==> config.mk <==
export PLATFORM = sky130hd
export DESIGN_NAME = aging_process_scheduler
export DESIGN_NICKNAME = d
export VERILOG_FILES = /design/src/design/asch_pkg.sv /design/src/design/asch_store.sv /design/src/design/asch_alu.sv /design/src/design/aging_process_scheduler.sv
export SDC_FILE = /design/constraint.sdc
export NUM_CORES = 1
export LEC_CHECK = 0
export ABC_CLOCK_PERIOD_IN_PS = 3280
export BUFFER_PORTS_ARGS = -buffer_cell sky130_fd_sc_hd__buf_2
export CORE_MARGIN = 5
export CORE_UTILIZATION = 40
export CTS_CLUSTER_SIZE = 30
export DETAILED_ROUTE_END_ITERATION = 10
export SETUP_SLACK_MARGIN = 0.5
export SLEW_MARGIN = 30
export SYNTH_ARGS = -nofsm -noshare
export SYNTH_HDL_FRONTEND = slang
export SYNTH_SLANG_ARGS = --single-unit
==> constraint.sdc <==
create_clock -name clk -period 3.28 [get_ports clk]
set_input_delay 0.164 -clock clk [delete_from_list [all_inputs] [get_ports clk]]
set_output_delay 0.164 -clock clk [all_outputs]
set_load 0.03 [all_outputs]
==> src/design/asch_pkg.sv <==
// Shared types, codes and constants for the aging process scheduler.
package asch_pkg;

  localparam int SLOTS_DEF    = 16;
  localparam int AGE_BITS_DEF = 16;
  localparam int PID_W        = 16;
  localparam int CFG_W        = 16;
  localparam int SLOT_OUT_W   = 4;
  localparam int SLOT0_AGE    = 50;
  localparam logic [CFG_W-1:0] FORK_AGE_RST = 16'd100;

  typedef logic [1:0] status_t;
  localparam status_t ST_TERM = 2'd0;
  localparam status_t ST_RDY  = 2'd1;
  localparam status_t ST_EXEC = 2'd2;

  typedef logic [1:0] func_t;
  localparam func_t FN_TICK = 2'd0;
  localparam func_t FN_FORK = 2'd1;
  localparam func_t FN_EXIT = 2'd2;
  localparam func_t FN_KILL = 2'd3;

  // per-field write enables of the slot table
  typedef struct packed {
    logic st;
    logic age;
    logic id;
  } wen_t;

  // per-entry verdicts from the shared slot unit
  typedef struct packed {
    logic live;
    logic older;
    logic hit;
  } alu_flags_t;

endpackage

==> src/design/asch_store.sv <==
// Slot table: status, age and id memories, one write and one registered read a cycle.
module asch_store #(
  parameter int SLOTS    = asch_pkg::SLOTS_DEF,
  parameter int AGE_BITS = asch_pkg::AGE_BITS_DEF,
  localparam int IW      = $clog2(SLOTS)
) (
  input  logic                       clk,
  input  logic [IW-1:0]              raddr,
  output asch_pkg::status_t          rd_st,
  output logic [AGE_BITS-1:0]        rd_age,
  output logic [asch_pkg::PID_W-1:0] rd_id,
  input  asch_pkg::wen_t             we,
  input  logic [IW-1:0]              waddr,
  input  asch_pkg::status_t          wst,
  input  logic [AGE_BITS-1:0]        wage,
  input  logic [asch_pkg::PID_W-1:0] wid
);

  asch_pkg::status_t          st_mem  [SLOTS];
  logic [AGE_BITS-1:0]        age_mem [SLOTS];
  logic [asch_pkg::PID_W-1:0] id_mem  [SLOTS];

  always_ff @(posedge clk) begin
    if (we.st) begin
      st_mem[waddr] <= wst;
    end
    if (we.age) begin
      age_mem[waddr] <= wage;
    end
    if (we.id) begin
      id_mem[waddr] <= wid;
    end
    rd_st  <= st_mem[raddr];
    rd_age <= age_mem[raddr];
    rd_id  <= id_mem[raddr];
  end

endmodule

==> src/design/asch_alu.sv <==
// Shared per-slot unit: age step (zero for executing or terminated slots, else saturating), age compare and id match.
module asch_alu #(
  parameter int AGE_BITS = asch_pkg::AGE_BITS_DEF
) (
  input  asch_pkg::status_t          st,
  input  logic [AGE_BITS-1:0]        age,
  input  logic [asch_pkg::PID_W-1:0] id,
  input  logic [AGE_BITS-1:0]        fav_age,
  input  logic [asch_pkg::PID_W-1:0] target,
  output logic [AGE_BITS-1:0]        aged,
  output asch_pkg::alu_flags_t       flags
);

  localparam logic [AGE_BITS-1:0] AGE_MAX = '1;

  always_comb begin
    if (st == asch_pkg::ST_EXEC || st == asch_pkg::ST_TERM) begin
      aged = '0;
    end else if (age == AGE_MAX) begin
      aged = age;
    end else begin
      aged = age + AGE_BITS'(1);
    end
    flags.live  = (st != asch_pkg::ST_TERM);
    flags.older = (age > fav_age);
    flags.hit   = (id == target);
  end

endmodule

==> src/design/aging_process_scheduler.sv <==
// Aging process scheduler top level: sequencer over the slot table and slot unit.
// The core takes one event word at a time: a new word is accepted only in the idle state,
//   once the result of the last one has been loaded into the output register.
// Slot scans go through the table one slot per cycle, set by its single read port.
// Reset (rst_n low, synchronous): control state to its initial values, then the init
//   state writes slot 0 (executing, age 50) before the first word is taken.
module aging_process_scheduler #(
  parameter int SLOTS    = asch_pkg::SLOTS_DEF,
  parameter int AGE_BITS = asch_pkg::AGE_BITS_DEF
) (
  input  logic                            clk,
  input  logic                            rst_n,
  // event channel
  input  logic                            in_valid,
  output logic                            in_ready,
  input  logic [1:0]                      in_func,
  input  logic [asch_pkg::PID_W-1:0]      in_target_pid,
  // result channel
  output logic                            out_valid,
  input  logic                            out_ready,
  output logic [asch_pkg::SLOT_OUT_W-1:0] out_running_slot,
  output logic [asch_pkg::SLOT_OUT_W-1:0] out_child_slot,
  output logic [asch_pkg::PID_W-1:0]      out_child_pid,
  output logic                            out_table_full,
  // fork_initial_age register
  input  logic                            cfg_wr_en,
  input  logic [asch_pkg::CFG_W-1:0]      cfg_wr_data
);

  localparam int IW = $clog2(SLOTS);
  localparam int CW = $clog2(SLOTS + 1);
  localparam int OW = asch_pkg::SLOT_OUT_W;
  localparam int PW = asch_pkg::PID_W;
  localparam logic [CW-1:0]       SLOTS_C = CW'(SLOTS);
  localparam logic [AGE_BITS-1:0] AGE_MAX = '1;

  typedef enum logic [3:0] {
    S_INIT, S_IDLE, S_TICK, S_SCHED, S_FAVRD, S_FAVCAP, S_SCAN,
    S_RUNRD, S_RUNWR, S_FAVWR, S_EXIT, S_FORK, S_FORKWR, S_KILL, S_DONE
  } state_t;

  state_t state_r, state_nxt;

  // architectural state
  logic [CW-1:0]           n_r, n_nxt;          // slots in use
  logic [IW-1:0]           run_r, run_nxt;      // running index
  logic [IW-1:0]           fav_r, fav_nxt;      // favoured index
  logic                    phase_r, phase_nxt;  // console phase
  logic [PW-1:0]           last_id_r, last_id_nxt;
  logic [asch_pkg::CFG_W-1:0] cfg_age_r, cfg_age_nxt;

  // working registers of one event
  logic [PW-1:0]           tgt_r, tgt_nxt;
  logic [CW-1:0]           cnt_r, cnt_nxt;      // scan issue pointer
  logic                    rv_r, rv_nxt;        // read data valid for ridx_r
  logic [IW-1:0]           ridx_r, ridx_nxt;
  logic [AGE_BITS-1:0]     fav_age_r, fav_age_nxt;
  logic                    found_r, found_nxt;
  logic [IW-1:0]           child_r, child_nxt;
  logic [PW-1:0]           cpid_r, cpid_nxt;
  logic                    full_r, full_nxt;

  // result register
  logic                    out_valid_r, out_valid_nxt;
  logic [OW-1:0]           out_run_r, out_run_nxt;
  logic [OW-1:0]           out_child_r, out_child_nxt;
  logic [PW-1:0]           out_cpid_r, out_cpid_nxt;
  logic                    out_full_r, out_full_nxt;

  // table port
  logic [IW-1:0]           raddr;
  asch_pkg::status_t       rd_st;
  logic [AGE_BITS-1:0]     rd_age;
  logic [PW-1:0]           rd_id;
  asch_pkg::wen_t          we;
  logic [IW-1:0]           waddr;
  asch_pkg::status_t       wst;
  logic [AGE_BITS-1:0]     wage;
  logic [PW-1:0]           wid;

  logic [AGE_BITS-1:0]     aged;
  asch_pkg::alu_flags_t    flags;

  logic                    issuing;
  logic                    scan_st;
  logic [AGE_BITS+15:0]    fage_ext;
  logic [AGE_BITS-1:0]     fork_age;
  logic [IW+OW-1:0]        run_ext;
  logic [IW+OW-1:0]        child_ext;

  asch_store #(.SLOTS(SLOTS), .AGE_BITS(AGE_BITS)) u_store (
    .clk    (clk),
    .raddr  (raddr),
    .rd_st  (rd_st),
    .rd_age (rd_age),
    .rd_id  (rd_id),
    .we     (we),
    .waddr  (waddr),
    .wst    (wst),
    .wage   (wage),
    .wid    (wid)
  );

  asch_alu #(.AGE_BITS(AGE_BITS)) u_alu (
    .st      (rd_st),
    .age     (rd_age),
    .id      (rd_id),
    .fav_age (fav_age_r),
    .target  (tgt_r),
    .aged    (aged),
    .flags   (flags)
  );

  // fork age saturates to the age width
  assign fage_ext = {{AGE_BITS{1'b0}}, cfg_age_r};
  assign fork_age = (fage_ext > {16'd0, AGE_MAX}) ? AGE_MAX : fage_ext[AGE_BITS-1:0];

  // slot numbers leave through a 4-bit field
  assign run_ext   = {{OW{1'b0}}, run_r};
  assign child_ext = {{OW{1'b0}}, child_r};

  assign issuing = (cnt_r < n_r);
  assign scan_st = (state_r == S_TICK) || (state_r == S_SCAN) ||
                   (state_r == S_FORK) || (state_r == S_KILL);

  assign in_ready         = (state_r == S_IDLE);
  assign out_valid        = out_valid_r;
  assign out_running_slot = out_run_r;
  assign out_child_slot   = out_child_r;
  assign out_child_pid    = out_cpid_r;
  assign out_table_full   = out_full_r;

  always_comb begin
    state_nxt     = state_r;
    n_nxt         = n_r;
    run_nxt       = run_r;
    fav_nxt       = fav_r;
    phase_nxt     = phase_r;
    last_id_nxt   = last_id_r;
    cfg_age_nxt   = cfg_wr_en ? cfg_wr_data : cfg_age_r;
    tgt_nxt       = tgt_r;
    cnt_nxt       = cnt_r;
    rv_nxt        = 1'b0;
    ridx_nxt      = cnt_r[IW-1:0];
    fav_age_nxt   = fav_age_r;
    found_nxt     = found_r;
    child_nxt     = child_r;
    cpid_nxt      = cpid_r;
    full_nxt      = full_r;
    out_valid_nxt = out_valid_r & ~out_ready;
    out_run_nxt   = out_run_r;
    out_child_nxt = out_child_r;
    out_cpid_nxt  = out_cpid_r;
    out_full_nxt  = out_full_r;

    raddr = cnt_r[IW-1:0];
    we    = '0;
    waddr = ridx_r;
    wst   = asch_pkg::ST_TERM;
    wage  = '0;
    wid   = '0;

    // scan pipeline: issue one slot read a cycle, handle it the next cycle
    if (scan_st && issuing) begin
      rv_nxt  = 1'b1;
      cnt_nxt = cnt_r + CW'(1);
    end

    unique case (state_r)
      S_INIT: begin
        we        = '{st: 1'b1, age: 1'b1, id: 1'b1};
        waddr     = '0;
        wst       = asch_pkg::ST_EXEC;
        wage      = AGE_BITS'(asch_pkg::SLOT0_AGE);
        state_nxt = S_IDLE;
      end
      S_IDLE: begin
        if (in_valid) begin
          tgt_nxt   = in_target_pid;
          cnt_nxt   = '0;
          found_nxt = 1'b0;
          child_nxt = '0;
          cpid_nxt  = '0;
          full_nxt  = 1'b0;
          unique case (in_func)
            asch_pkg::FN_TICK: state_nxt = S_TICK;
            asch_pkg::FN_FORK: state_nxt = S_FORK;
            asch_pkg::FN_EXIT: state_nxt = S_EXIT;
            asch_pkg::FN_KILL: state_nxt = S_KILL;
            default:           state_nxt = S_IDLE;
          endcase
        end
      end
      S_TICK: begin
        if (rv_r) begin
          we.age = 1'b1;
          wage   = aged;
        end
        if (!issuing && !rv_r) begin
          state_nxt = S_SCHED;
        end
      end
      S_EXIT: begin
        we.st     = 1'b1;
        waddr     = run_r;
        wst       = asch_pkg::ST_TERM;
        state_nxt = S_SCHED;
      end
      S_SCHED: begin
        phase_nxt = ~phase_r;
        if (!phase_r) begin
          fav_nxt   = '0;
          state_nxt = S_RUNRD;
        end else begin
          state_nxt = S_FAVRD;
        end
      end
      S_FAVRD: begin
        raddr     = fav_r;
        state_nxt = S_FAVCAP;
      end
      S_FAVCAP: begin
        fav_age_nxt = rd_age;
        cnt_nxt     = CW'(1);
        state_nxt   = S_SCAN;
      end
      S_SCAN: begin
        // strictly older live slot takes over; ties keep the current favourite
        if (rv_r && flags.live && flags.older) begin
          fav_nxt     = ridx_r;
          fav_age_nxt = rd_age;
        end
        if (!issuing && !rv_r) begin
          state_nxt = S_RUNRD;
        end
      end
      S_RUNRD: begin
        raddr     = run_r;
        state_nxt = S_RUNWR;
      end
      S_RUNWR: begin
        if (flags.live) begin
          we.st = 1'b1;
          waddr = run_r;
          wst   = asch_pkg::ST_RDY;
        end
        state_nxt = S_FAVWR;
      end
      S_FAVWR: begin
        we.st     = 1'b1;
        waddr     = fav_r;
        wst       = asch_pkg::ST_EXEC;
        run_nxt   = fav_r;
        state_nxt = S_DONE;
      end
      S_FORK: begin
        if (rv_r && !flags.live && !found_r) begin
          found_nxt = 1'b1;
          child_nxt = ridx_r;
        end
        if (!issuing && !rv_r) begin
          state_nxt = S_FORKWR;
        end
      end
      S_FORKWR: begin
        if (found_r || (n_r < SLOTS_C)) begin
          we          = '{st: 1'b1, age: 1'b1, id: 1'b1};
          waddr       = found_r ? child_r : n_r[IW-1:0];
          wst         = asch_pkg::ST_RDY;
          wage        = fork_age;
          wid         = last_id_r + PW'(1);
          last_id_nxt = last_id_r + PW'(1);
          cpid_nxt    = last_id_r + PW'(1);
          if (!found_r) begin
            child_nxt = n_r[IW-1:0];
            n_nxt     = n_r + CW'(1);
          end
        end else begin
          full_nxt = 1'b1;
        end
        state_nxt = S_DONE;
      end
      S_KILL: begin
        if (rv_r && flags.hit) begin
          we.st = 1'b1;
          wst   = asch_pkg::ST_TERM;
        end
        if (!issuing && !rv_r) begin
          state_nxt = S_DONE;
        end
      end
      S_DONE: begin
        // output register frees the core once the previous word is taken
        if (!out_valid_r || out_ready) begin
          out_valid_nxt = 1'b1;
          out_run_nxt   = run_ext[OW-1:0];
          out_child_nxt = child_ext[OW-1:0];
          out_cpid_nxt  = cpid_r;
          out_full_nxt  = full_r;
          state_nxt     = S_IDLE;
        end
      end
      default: state_nxt = S_IDLE;
    endcase
  end

  always_ff @(posedge clk) begin
    if (!rst_n) begin
      state_r     <= S_INIT;
      n_r         <= CW'(1);
      run_r       <= '0;
      fav_r       <= '0;
      phase_r     <= 1'b0;
      last_id_r   <= '0;
      cfg_age_r   <= asch_pkg::FORK_AGE_RST;
      cnt_r       <= '0;
      rv_r        <= 1'b0;
      out_valid_r <= 1'b0;
    end else begin
      state_r     <= state_nxt;
      n_r         <= n_nxt;
      run_r       <= run_nxt;
      fav_r       <= fav_nxt;
      phase_r     <= phase_nxt;
      last_id_r   <= last_id_nxt;
      cfg_age_r   <= cfg_age_nxt;
      cnt_r       <= cnt_nxt;
      rv_r        <= rv_nxt;
      out_valid_r <= out_valid_nxt;
    end
    tgt_r       <= tgt_nxt;
    ridx_r      <= ridx_nxt;
    fav_age_r   <= fav_age_nxt;
    found_r     <= found_nxt;
    child_r     <= child_nxt;
    cpid_r      <= cpid_nxt;
    full_r      <= full_nxt;
    out_run_r   <= out_run_nxt;
    out_child_r <= out_child_nxt;
    out_cpid_r  <= out_cpid_nxt;
    out_full_r  <= out_full_nxt;
  end

`ifndef SYNTHESIS
  // slots in use stays within the table
  a_n_range: assert property (@(posedge clk) disable iff (!rst_n)
    (n_r >= CW'(1)) && (n_r <= SLOTS_C))
    else $error("slots in use out of range");

  // running and favoured slots always lie inside the used part of the table
  a_run_used: assert property (@(posedge clk) disable iff (!rst_n)
    (CW'(run_r) < n_r) && (CW'(fav_r) < n_r))
    else $error("running or favoured slot beyond slots in use");

  // a full table word never carries a child
  a_full_no_child: assert property (@(posedge clk) disable iff (!rst_n)
    out_valid_r && out_full_r |-> (out_cpid_r == '0) && (out_child_r == '0))
    else $error("table full reported with a child");

  // read data only pending while a scan runs
  a_rv_scan: assert property (@(posedge clk) disable iff (!rst_n)
    rv_r |-> scan_st)
    else $error("slot read pending outside a scan");
`endif

endmodule

### After elaboration in Yosys (flattened, before gate mapping)

Memories as Yosys holds them, arrays and structs flattened. A register that Yosys moved wholly into a read port is not among the register bits.
Index checks and enable logic that the tools add are counted.

* bits in read-only memories: 0
* flip-flop bits (word level): 140
* output and inout port bits: 27
* memories kept: 3
* latch bits: 0
* input port bits: 39
* logic and storage cells: 169
* memory bits (writable): 544

Memories
* u_store.age_mem: words 16, width 16, rd ports 1, clocked after memory_dff 1, write ports 1, line asch_store.sv:20 `logic [AGE_BITS-1:0] age_mem [SLOTS];`
* u_store.id_mem: words 16, width 16, rd ports 1, clocked after memory_dff 1, write ports 1, line asch_store.sv:21 `logic [asch_pkg::PID_W-1:0] id_mem [SLOTS];`
* u_store.st_mem: words 16, width 2, rd ports 1, clocked after memory_dff 1, write ports 1, line asch_store.sv:19 `asch_pkg::status_t st_mem [SLOTS];`

* multiply operators: 0
* mux-type cells: 61
* magnitude comparators: 4
* reduce and logical (&&, ||, !) cells: 41
* add/subtract/negate cells: 4
* divide/modulo/power cells: 0
* equal/unequal tests: 31
* shift-type cells: 0
* bitwise gates (word level): 4

Operators by type and width (number)
* $mux W16: 10
* $pmux W16 S2: 2
* $mux W4: 14
* $pmux W4 S13: 1
* $pmux W16 S3: 1
* $add A16 B1 Y16 const B: 2
* $eq A4 B4 Y1 const B: 7
* $pmux W4 S5: 1
* $mux W1: 17
* $eq A16 B16 Y1: 1
* $eq A16 B16 Y1 const B: 1
* $eq A4 B3 Y1 const B: 4
* $gt A16 B16 Y1: 1
* $gt A16 B16 Y1 const B: 1
* $pmux W4 S2: 2
* $pmux W4 S4: 1
* $reduce_and A3 Y1: 5
* $ne A2 B1 Y1 const B: 6
* $pmux W4 S3: 1
* $add A5 B1 Y5 const B: 2
* $mux W5: 2
* $ne A2 B2 Y1 const B: 5
* $pmux W5 S2: 1
* $reduce_bool A2 Y1: 5
* 25 further kinds: 52

### Depth between registers and ports, before layout

* word-level depth: 8
* gate-level depth with buffers: 12
* mapped depth without buffers: 9

### By module

Synthesis repeated with hierarchy kept, for this count alone.

* cell total of the unflattened synthesis: 1668
* area, all modules: 28539.9 um^2

By module, submodules not included
* asch_store: sequential area each 17016.3 um^2, area an instance 21249.1 um^2, cells an instance 936, instances 1
* aging_process_scheduler: sequential area each 3593.4 um^2, area an instance 6115.9 um^2, cells an instance 564, instances 1
* asch_alu: sequential area each 0.0 um^2, area an instance 1174.9 um^2, cells an instance 168, instances 1

### Worst setup path after synthesis

No wires, ideal clock.

* path kind: register -> register
* start point: register state_r[2]
* end point: memory u_store.id_mem[12][0] in the netlist's numbering, enable pin
* setup time: 388 ps
* slack: 245 ps
* period minus slack after synthesis: 3035 ps
* stages on the path, launching flop included: 11
* data arrival time: 2647 ps
* data required time: 2892 ps
* path buffers: 1
* path through: dfxtp_1 > buf_4 > nor2b_1 > nand3_1 > inv_1 > nand2_1 > o211ai_1 > o22ai_1 > a21oi_1 > nand2_1 > nor2_1

* longest elaborated chain between the ends: 4
* elaborated cells on any way between the ends: 9
* classes of those cells: 4 x eq/ne; 4 x mux; 1 x reduce/logical

Ends and longest elaborated chain
* start: declaration: line aging_process_scheduler.sv:42 `state_t state_r, state_nxt;`
* start signal: assignment: line aging_process_scheduler.sv:320 `state_r <= state_nxt;`
* $eq A4 B4 Y1 or $logic_not A4 Y1 (tied branches): line aging_process_scheduler.sv:169 `unique case (state_r)`
* $pmux W1 S2: line aging_process_scheduler.sv:169
* $mux W1: line asch_store.sv:30 `if (we.id) begin`
* $mux W1 (not written as such): line asch_store.sv:31 `id_mem[waddr] <= wid;`
* end: declaration: line asch_store.sv:21

Parallel ways exist; a longest one is shown, timed or not.

### Worst setup path after layout

* start point: register state_r[1]
* end point: memory u_store.age_mem[0][10] in the netlist's numbering, enable pin

* longest elaborated chain between the ends: 4
* elaborated cells on any way between the ends: 10
* classes of those cells: 5 x eq/ne; 4 x mux; 1 x reduce/logical

Ends and longest elaborated chain
* $eq A4 B4 Y1 (tied with other cells): line aging_process_scheduler.sv:169
* $pmux W1 S3: line aging_process_scheduler.sv:169
* $mux W1: line asch_store.sv:27 `if (we.age) begin`
* $mux W1 (not written as such): line asch_store.sv:28 `age_mem[waddr] <= wage;`
* end: declaration: line asch_store.sv:20

Parallel ways exist; a longest one is shown, timed or not.

==> results.json <==
{
  "status": "complete, no violations",
  "routed_via_density": 5.43,
  "cap_violations": 0,
  "avgSynthCellArea_sq_um": 13.8,
  "die_area_sq_um": 79000,
  "cts_root_buffer": "clkbuf_16",
  "clock_path_buffers": 3,
  "grt.total_usage": 0.177,
  "gp_congestion": 0.903,
  "overflow": 0,
  "ys_seq_area_frac": 0.701,
  "synth_edf_count": 623,
  "fin_hold_ws_ps": 79.0,
  "coreArea_sq_um": 73000,
  "synthMuxAreaShare": 0.0482,
  "yosysMostFrequentCell": "edfxtp_1",
  "finalClockSkew_ps": 22.6,
  "grt_antenna_before_repair": 1,
  "cp.required_ps": 3550,
  "die_h_microns": 281,
  "synth_top_family_by_area": "simple AND/OR/NAND/NOR gates",
  "worst_slew_pin_slew_ps": 888,
  "worst_setup_path_start_kind": "flip-flop",
  "detailed_place_hpwl_mm": 44.2,
  "met2_usage": 0.283,
  "layout_min_cycle_time_ps": 2750,
  "synth_seq_cells": 718,
  "netlist_area_sq_um": 29400,
  "clk_pin_slew_ps": 60,
  "cts_max_level": 3,
  "hp-start": "in_func[1]",
  "postRouteAntennaNets": 0,
  "arrival_ps": 3030,
  "grt_setup_unrepaired": "yes",
  "synthCells": 2135,
  "cts_sinks": 718,
  "synthAdderAreaFrac": 0.0102,
  "met3_usage": 0.0348,
  "drt_iter0_drc": 1570,
  "cts_tree": "yes",
  "fmax_ghz": 0.363,
  "max_slew_margin": 0.408,
  "post_drt_wl_per_cell_microns": 21.5,
  "ir_drop_v": 0.000435,
  "r2r-start": "state_r[1]$_SDFFE_PN0P_",
  "ios": 66,
  "synth_xor_area_frac": 0.0173,
  "grtUsageMet1": 0.245,
  "synthArstFlopShare": 0,
  "synth_nets": 2198,
  "hp-class": "in2reg",
  "dr_total_vias": 18200,
  "yosys-top-cells-area": "edfxtp_1, dfxtp_1, nand2_1",
  "port_buffers": 65,
  "synthFlopType": "edfxtp_1",
  "synth_compound_area_frac": 0.0887,
  "finalSetupTns_ps": 0,
  "power_density_nw_per_um2": 795,
  "min_period_over_period": 0.840,
  "layout_setup_ws_ps": 526,
  "ys_warn_count": 0,
  "cp_max_fo": 26,
  "r2r_cells": 9,
  "synth_top_area_cell": "edfxtp_1",
  "numCtsBuffers": 72,
  "rrSetupSlack_ps": 530,
  "setup_violations": 0,
  "synth-simple-area-share": 0.109,
  "firstDrtPassIters": 5,
  "min_path_cells": 5,
  "yosysUniqueCellTypes": 64,
  "critPathKind": "reg2reg",
  "grt_start_max_net_pins": 53,
  "maxSlewViolCount": 0,
  "num_rows": 99,
  "grt_pass1_vias": 18100,
  "initial_core_util": 0.403,
  "area.growth.synth_to_final_pct": 19.1,
  "grt-busiest-layer": "met2",
  "drive_gt1_frac": 0.196,
  "drc": 0,
  "finalHoldViolCount": 0,
  "post-place-ws_ps": 224,
  "drt-total-wl_mm": 72.1,
  "die_w_microns": 281,
  "r2r-end": "u_store.age_mem[0][10]$_DFFE_PP_",
  "clock_latency_ps": 620,
  "power.leakage_nw": 11.8,
  "synth.top_cell.area_share": 0.637,
  "n_antenna_cell": 0,
  "synth_common_cells": "edfxtp_1, nand2_1, nor2_1, mux2i_1, dfxtp_1",
  "nets": 2407,
  "end_kind": "flip-flop",
  "grt_first_pass_wirelength_mm": 108,
  "holdPathEnd": "state_r[3]$_SDFFE_PN0P_"
}
-- worst max-delay path, stage by stage, from the launching register on --
cell	delay (ps)
dfxtp_2	340
buf_12	160
or3_1	430
nand3_1	120
o211ai_1	200
buf_4	210
nor2_1	170
nand3_1	310
nor2_2	170
buf_4	300
-- layout make-up --
type	count	area, sq um
Clock buffer	104	2020
Clock inverter	28	287
Inverter	34	128
Fill cell	6269	38000
Tap cell	959	1200
Timing Repair Buffer	257	2320
Multi-Input combinational cell	1261	8440
Sequential cell	718	20600
-- layout by cell type, fill, tap and decap left out, types with 34 or more instances in the layout --
cell	synthesis	final
a211oi_1	58	51
and3_1	50	50
buf_4	4	109
and2_1	93	94
a21oi_1	43	37
nand2_1	295	291
o21ai_0	47	46
dlygate4sd3_1	0	39
nor2_1	137	101
a31oi_1	63	63
xor2_1	34	34
buf_2	52	65
dfxtp_1	95	92
clkbuf_16	0	77
mux2_2	35	35
mux2i_1	102	102
edfxtp_1	623	623
-- timing repair --
action                                  CTS  global route
gates resized for setup                  23            68
endpoints found under the setup margin  512           549
cloned                                    3             5
setup buffers                             9             3
hold endpoints to repair                 35             0
hold buffers                             39             0
pin swaps                                 6             7
-- flip-flops by register name (all words and copies together) (netlist names), 2 cells and up --
register and cells:
cnt_r 5, out_running_slot 4, n_r 5, out_child_pid 16, cfg_age_r 16, u_store.rd_st 2, fav_age_r 16, cpid_r 16
run_r 4, state_r 4, child_r 4, u_store.id_mem 256, u_store.age_mem 256, out_child_slot 4, u_store.rd_id 16, u_store.rd_age 16
fav_r 4, ridx_r 4, last_id_r 16, u_store.st_mem 32, tgt_r 16
-- worst max-delay path by stage --
stage                                        from                               end  depth (start not counted)
after global routing      state_r[1]$_SDFFE_PN0P_  u_store.age_mem[1][12]$_DFFE_PP_                         10
after global placement    state_r[2]$_SDFFE_PN0P_   u_store.id_mem[12][2]$_DFFE_PP_                         10
after CTS                 state_r[1]$_SDFFE_PN0P_          u_store.rd_id[8]$_DFF_P_                         10
after floorplan           state_r[1]$_SDFFE_PN0P_   u_store.age_mem[7][0]$_DFFE_PP_                          9
after detailed placement  state_r[1]$_SDFFE_PN0P_  u_store.age_mem[11][8]$_DFFE_PP_                          9
final                     state_r[1]$_SDFFE_PN0P_  u_store.age_mem[0][10]$_DFFE_PP_                          9
-- cells by family (layout without fill, tap and decap cells) --
kind of cell | count (synthesis) | in the layout
flip-flops | 718 | 718
AND/OR/NAND/NOR | 690 | 690
AO/OA/AOI/OAI | 350 | 352
buffers and inverters | 158 | 423
multiplexers | 137 | 137
XOR/XNOR | 58 | 58
adder cells (fa/ha/maj) | 24 | 24
-- metrics by stage --
stage               cell area, sq um  cells   util  total power, mW
CTS                            34600   3353  0.474             27.6
global route                   35000   3361  0.480             29.1
global placement               31600   3169  0.433             19.1
detailed placement             31600   3170  0.434             19.3
floorplan                      29400   2135      -             16.7
finish                         35000   3361  0.480             27.8
-- power by group --
part           internal, mW  switching, mW  total, mW
logic                  3.28           4.96       8.24
clock network          4.63           3.36       7.99
registers              11.1          0.497       11.6
total                  19.0           8.81       27.8
-- layer usage --
layer / part of all wire / vias to the layer above
li1: - / 8431
met1: 0.43 / 9072
met2: 0.47 / 627
met3: 0.074 / 119
met4: 0.027 / 0
met5: 0 / -
Power figures use the tool's default switching activity.
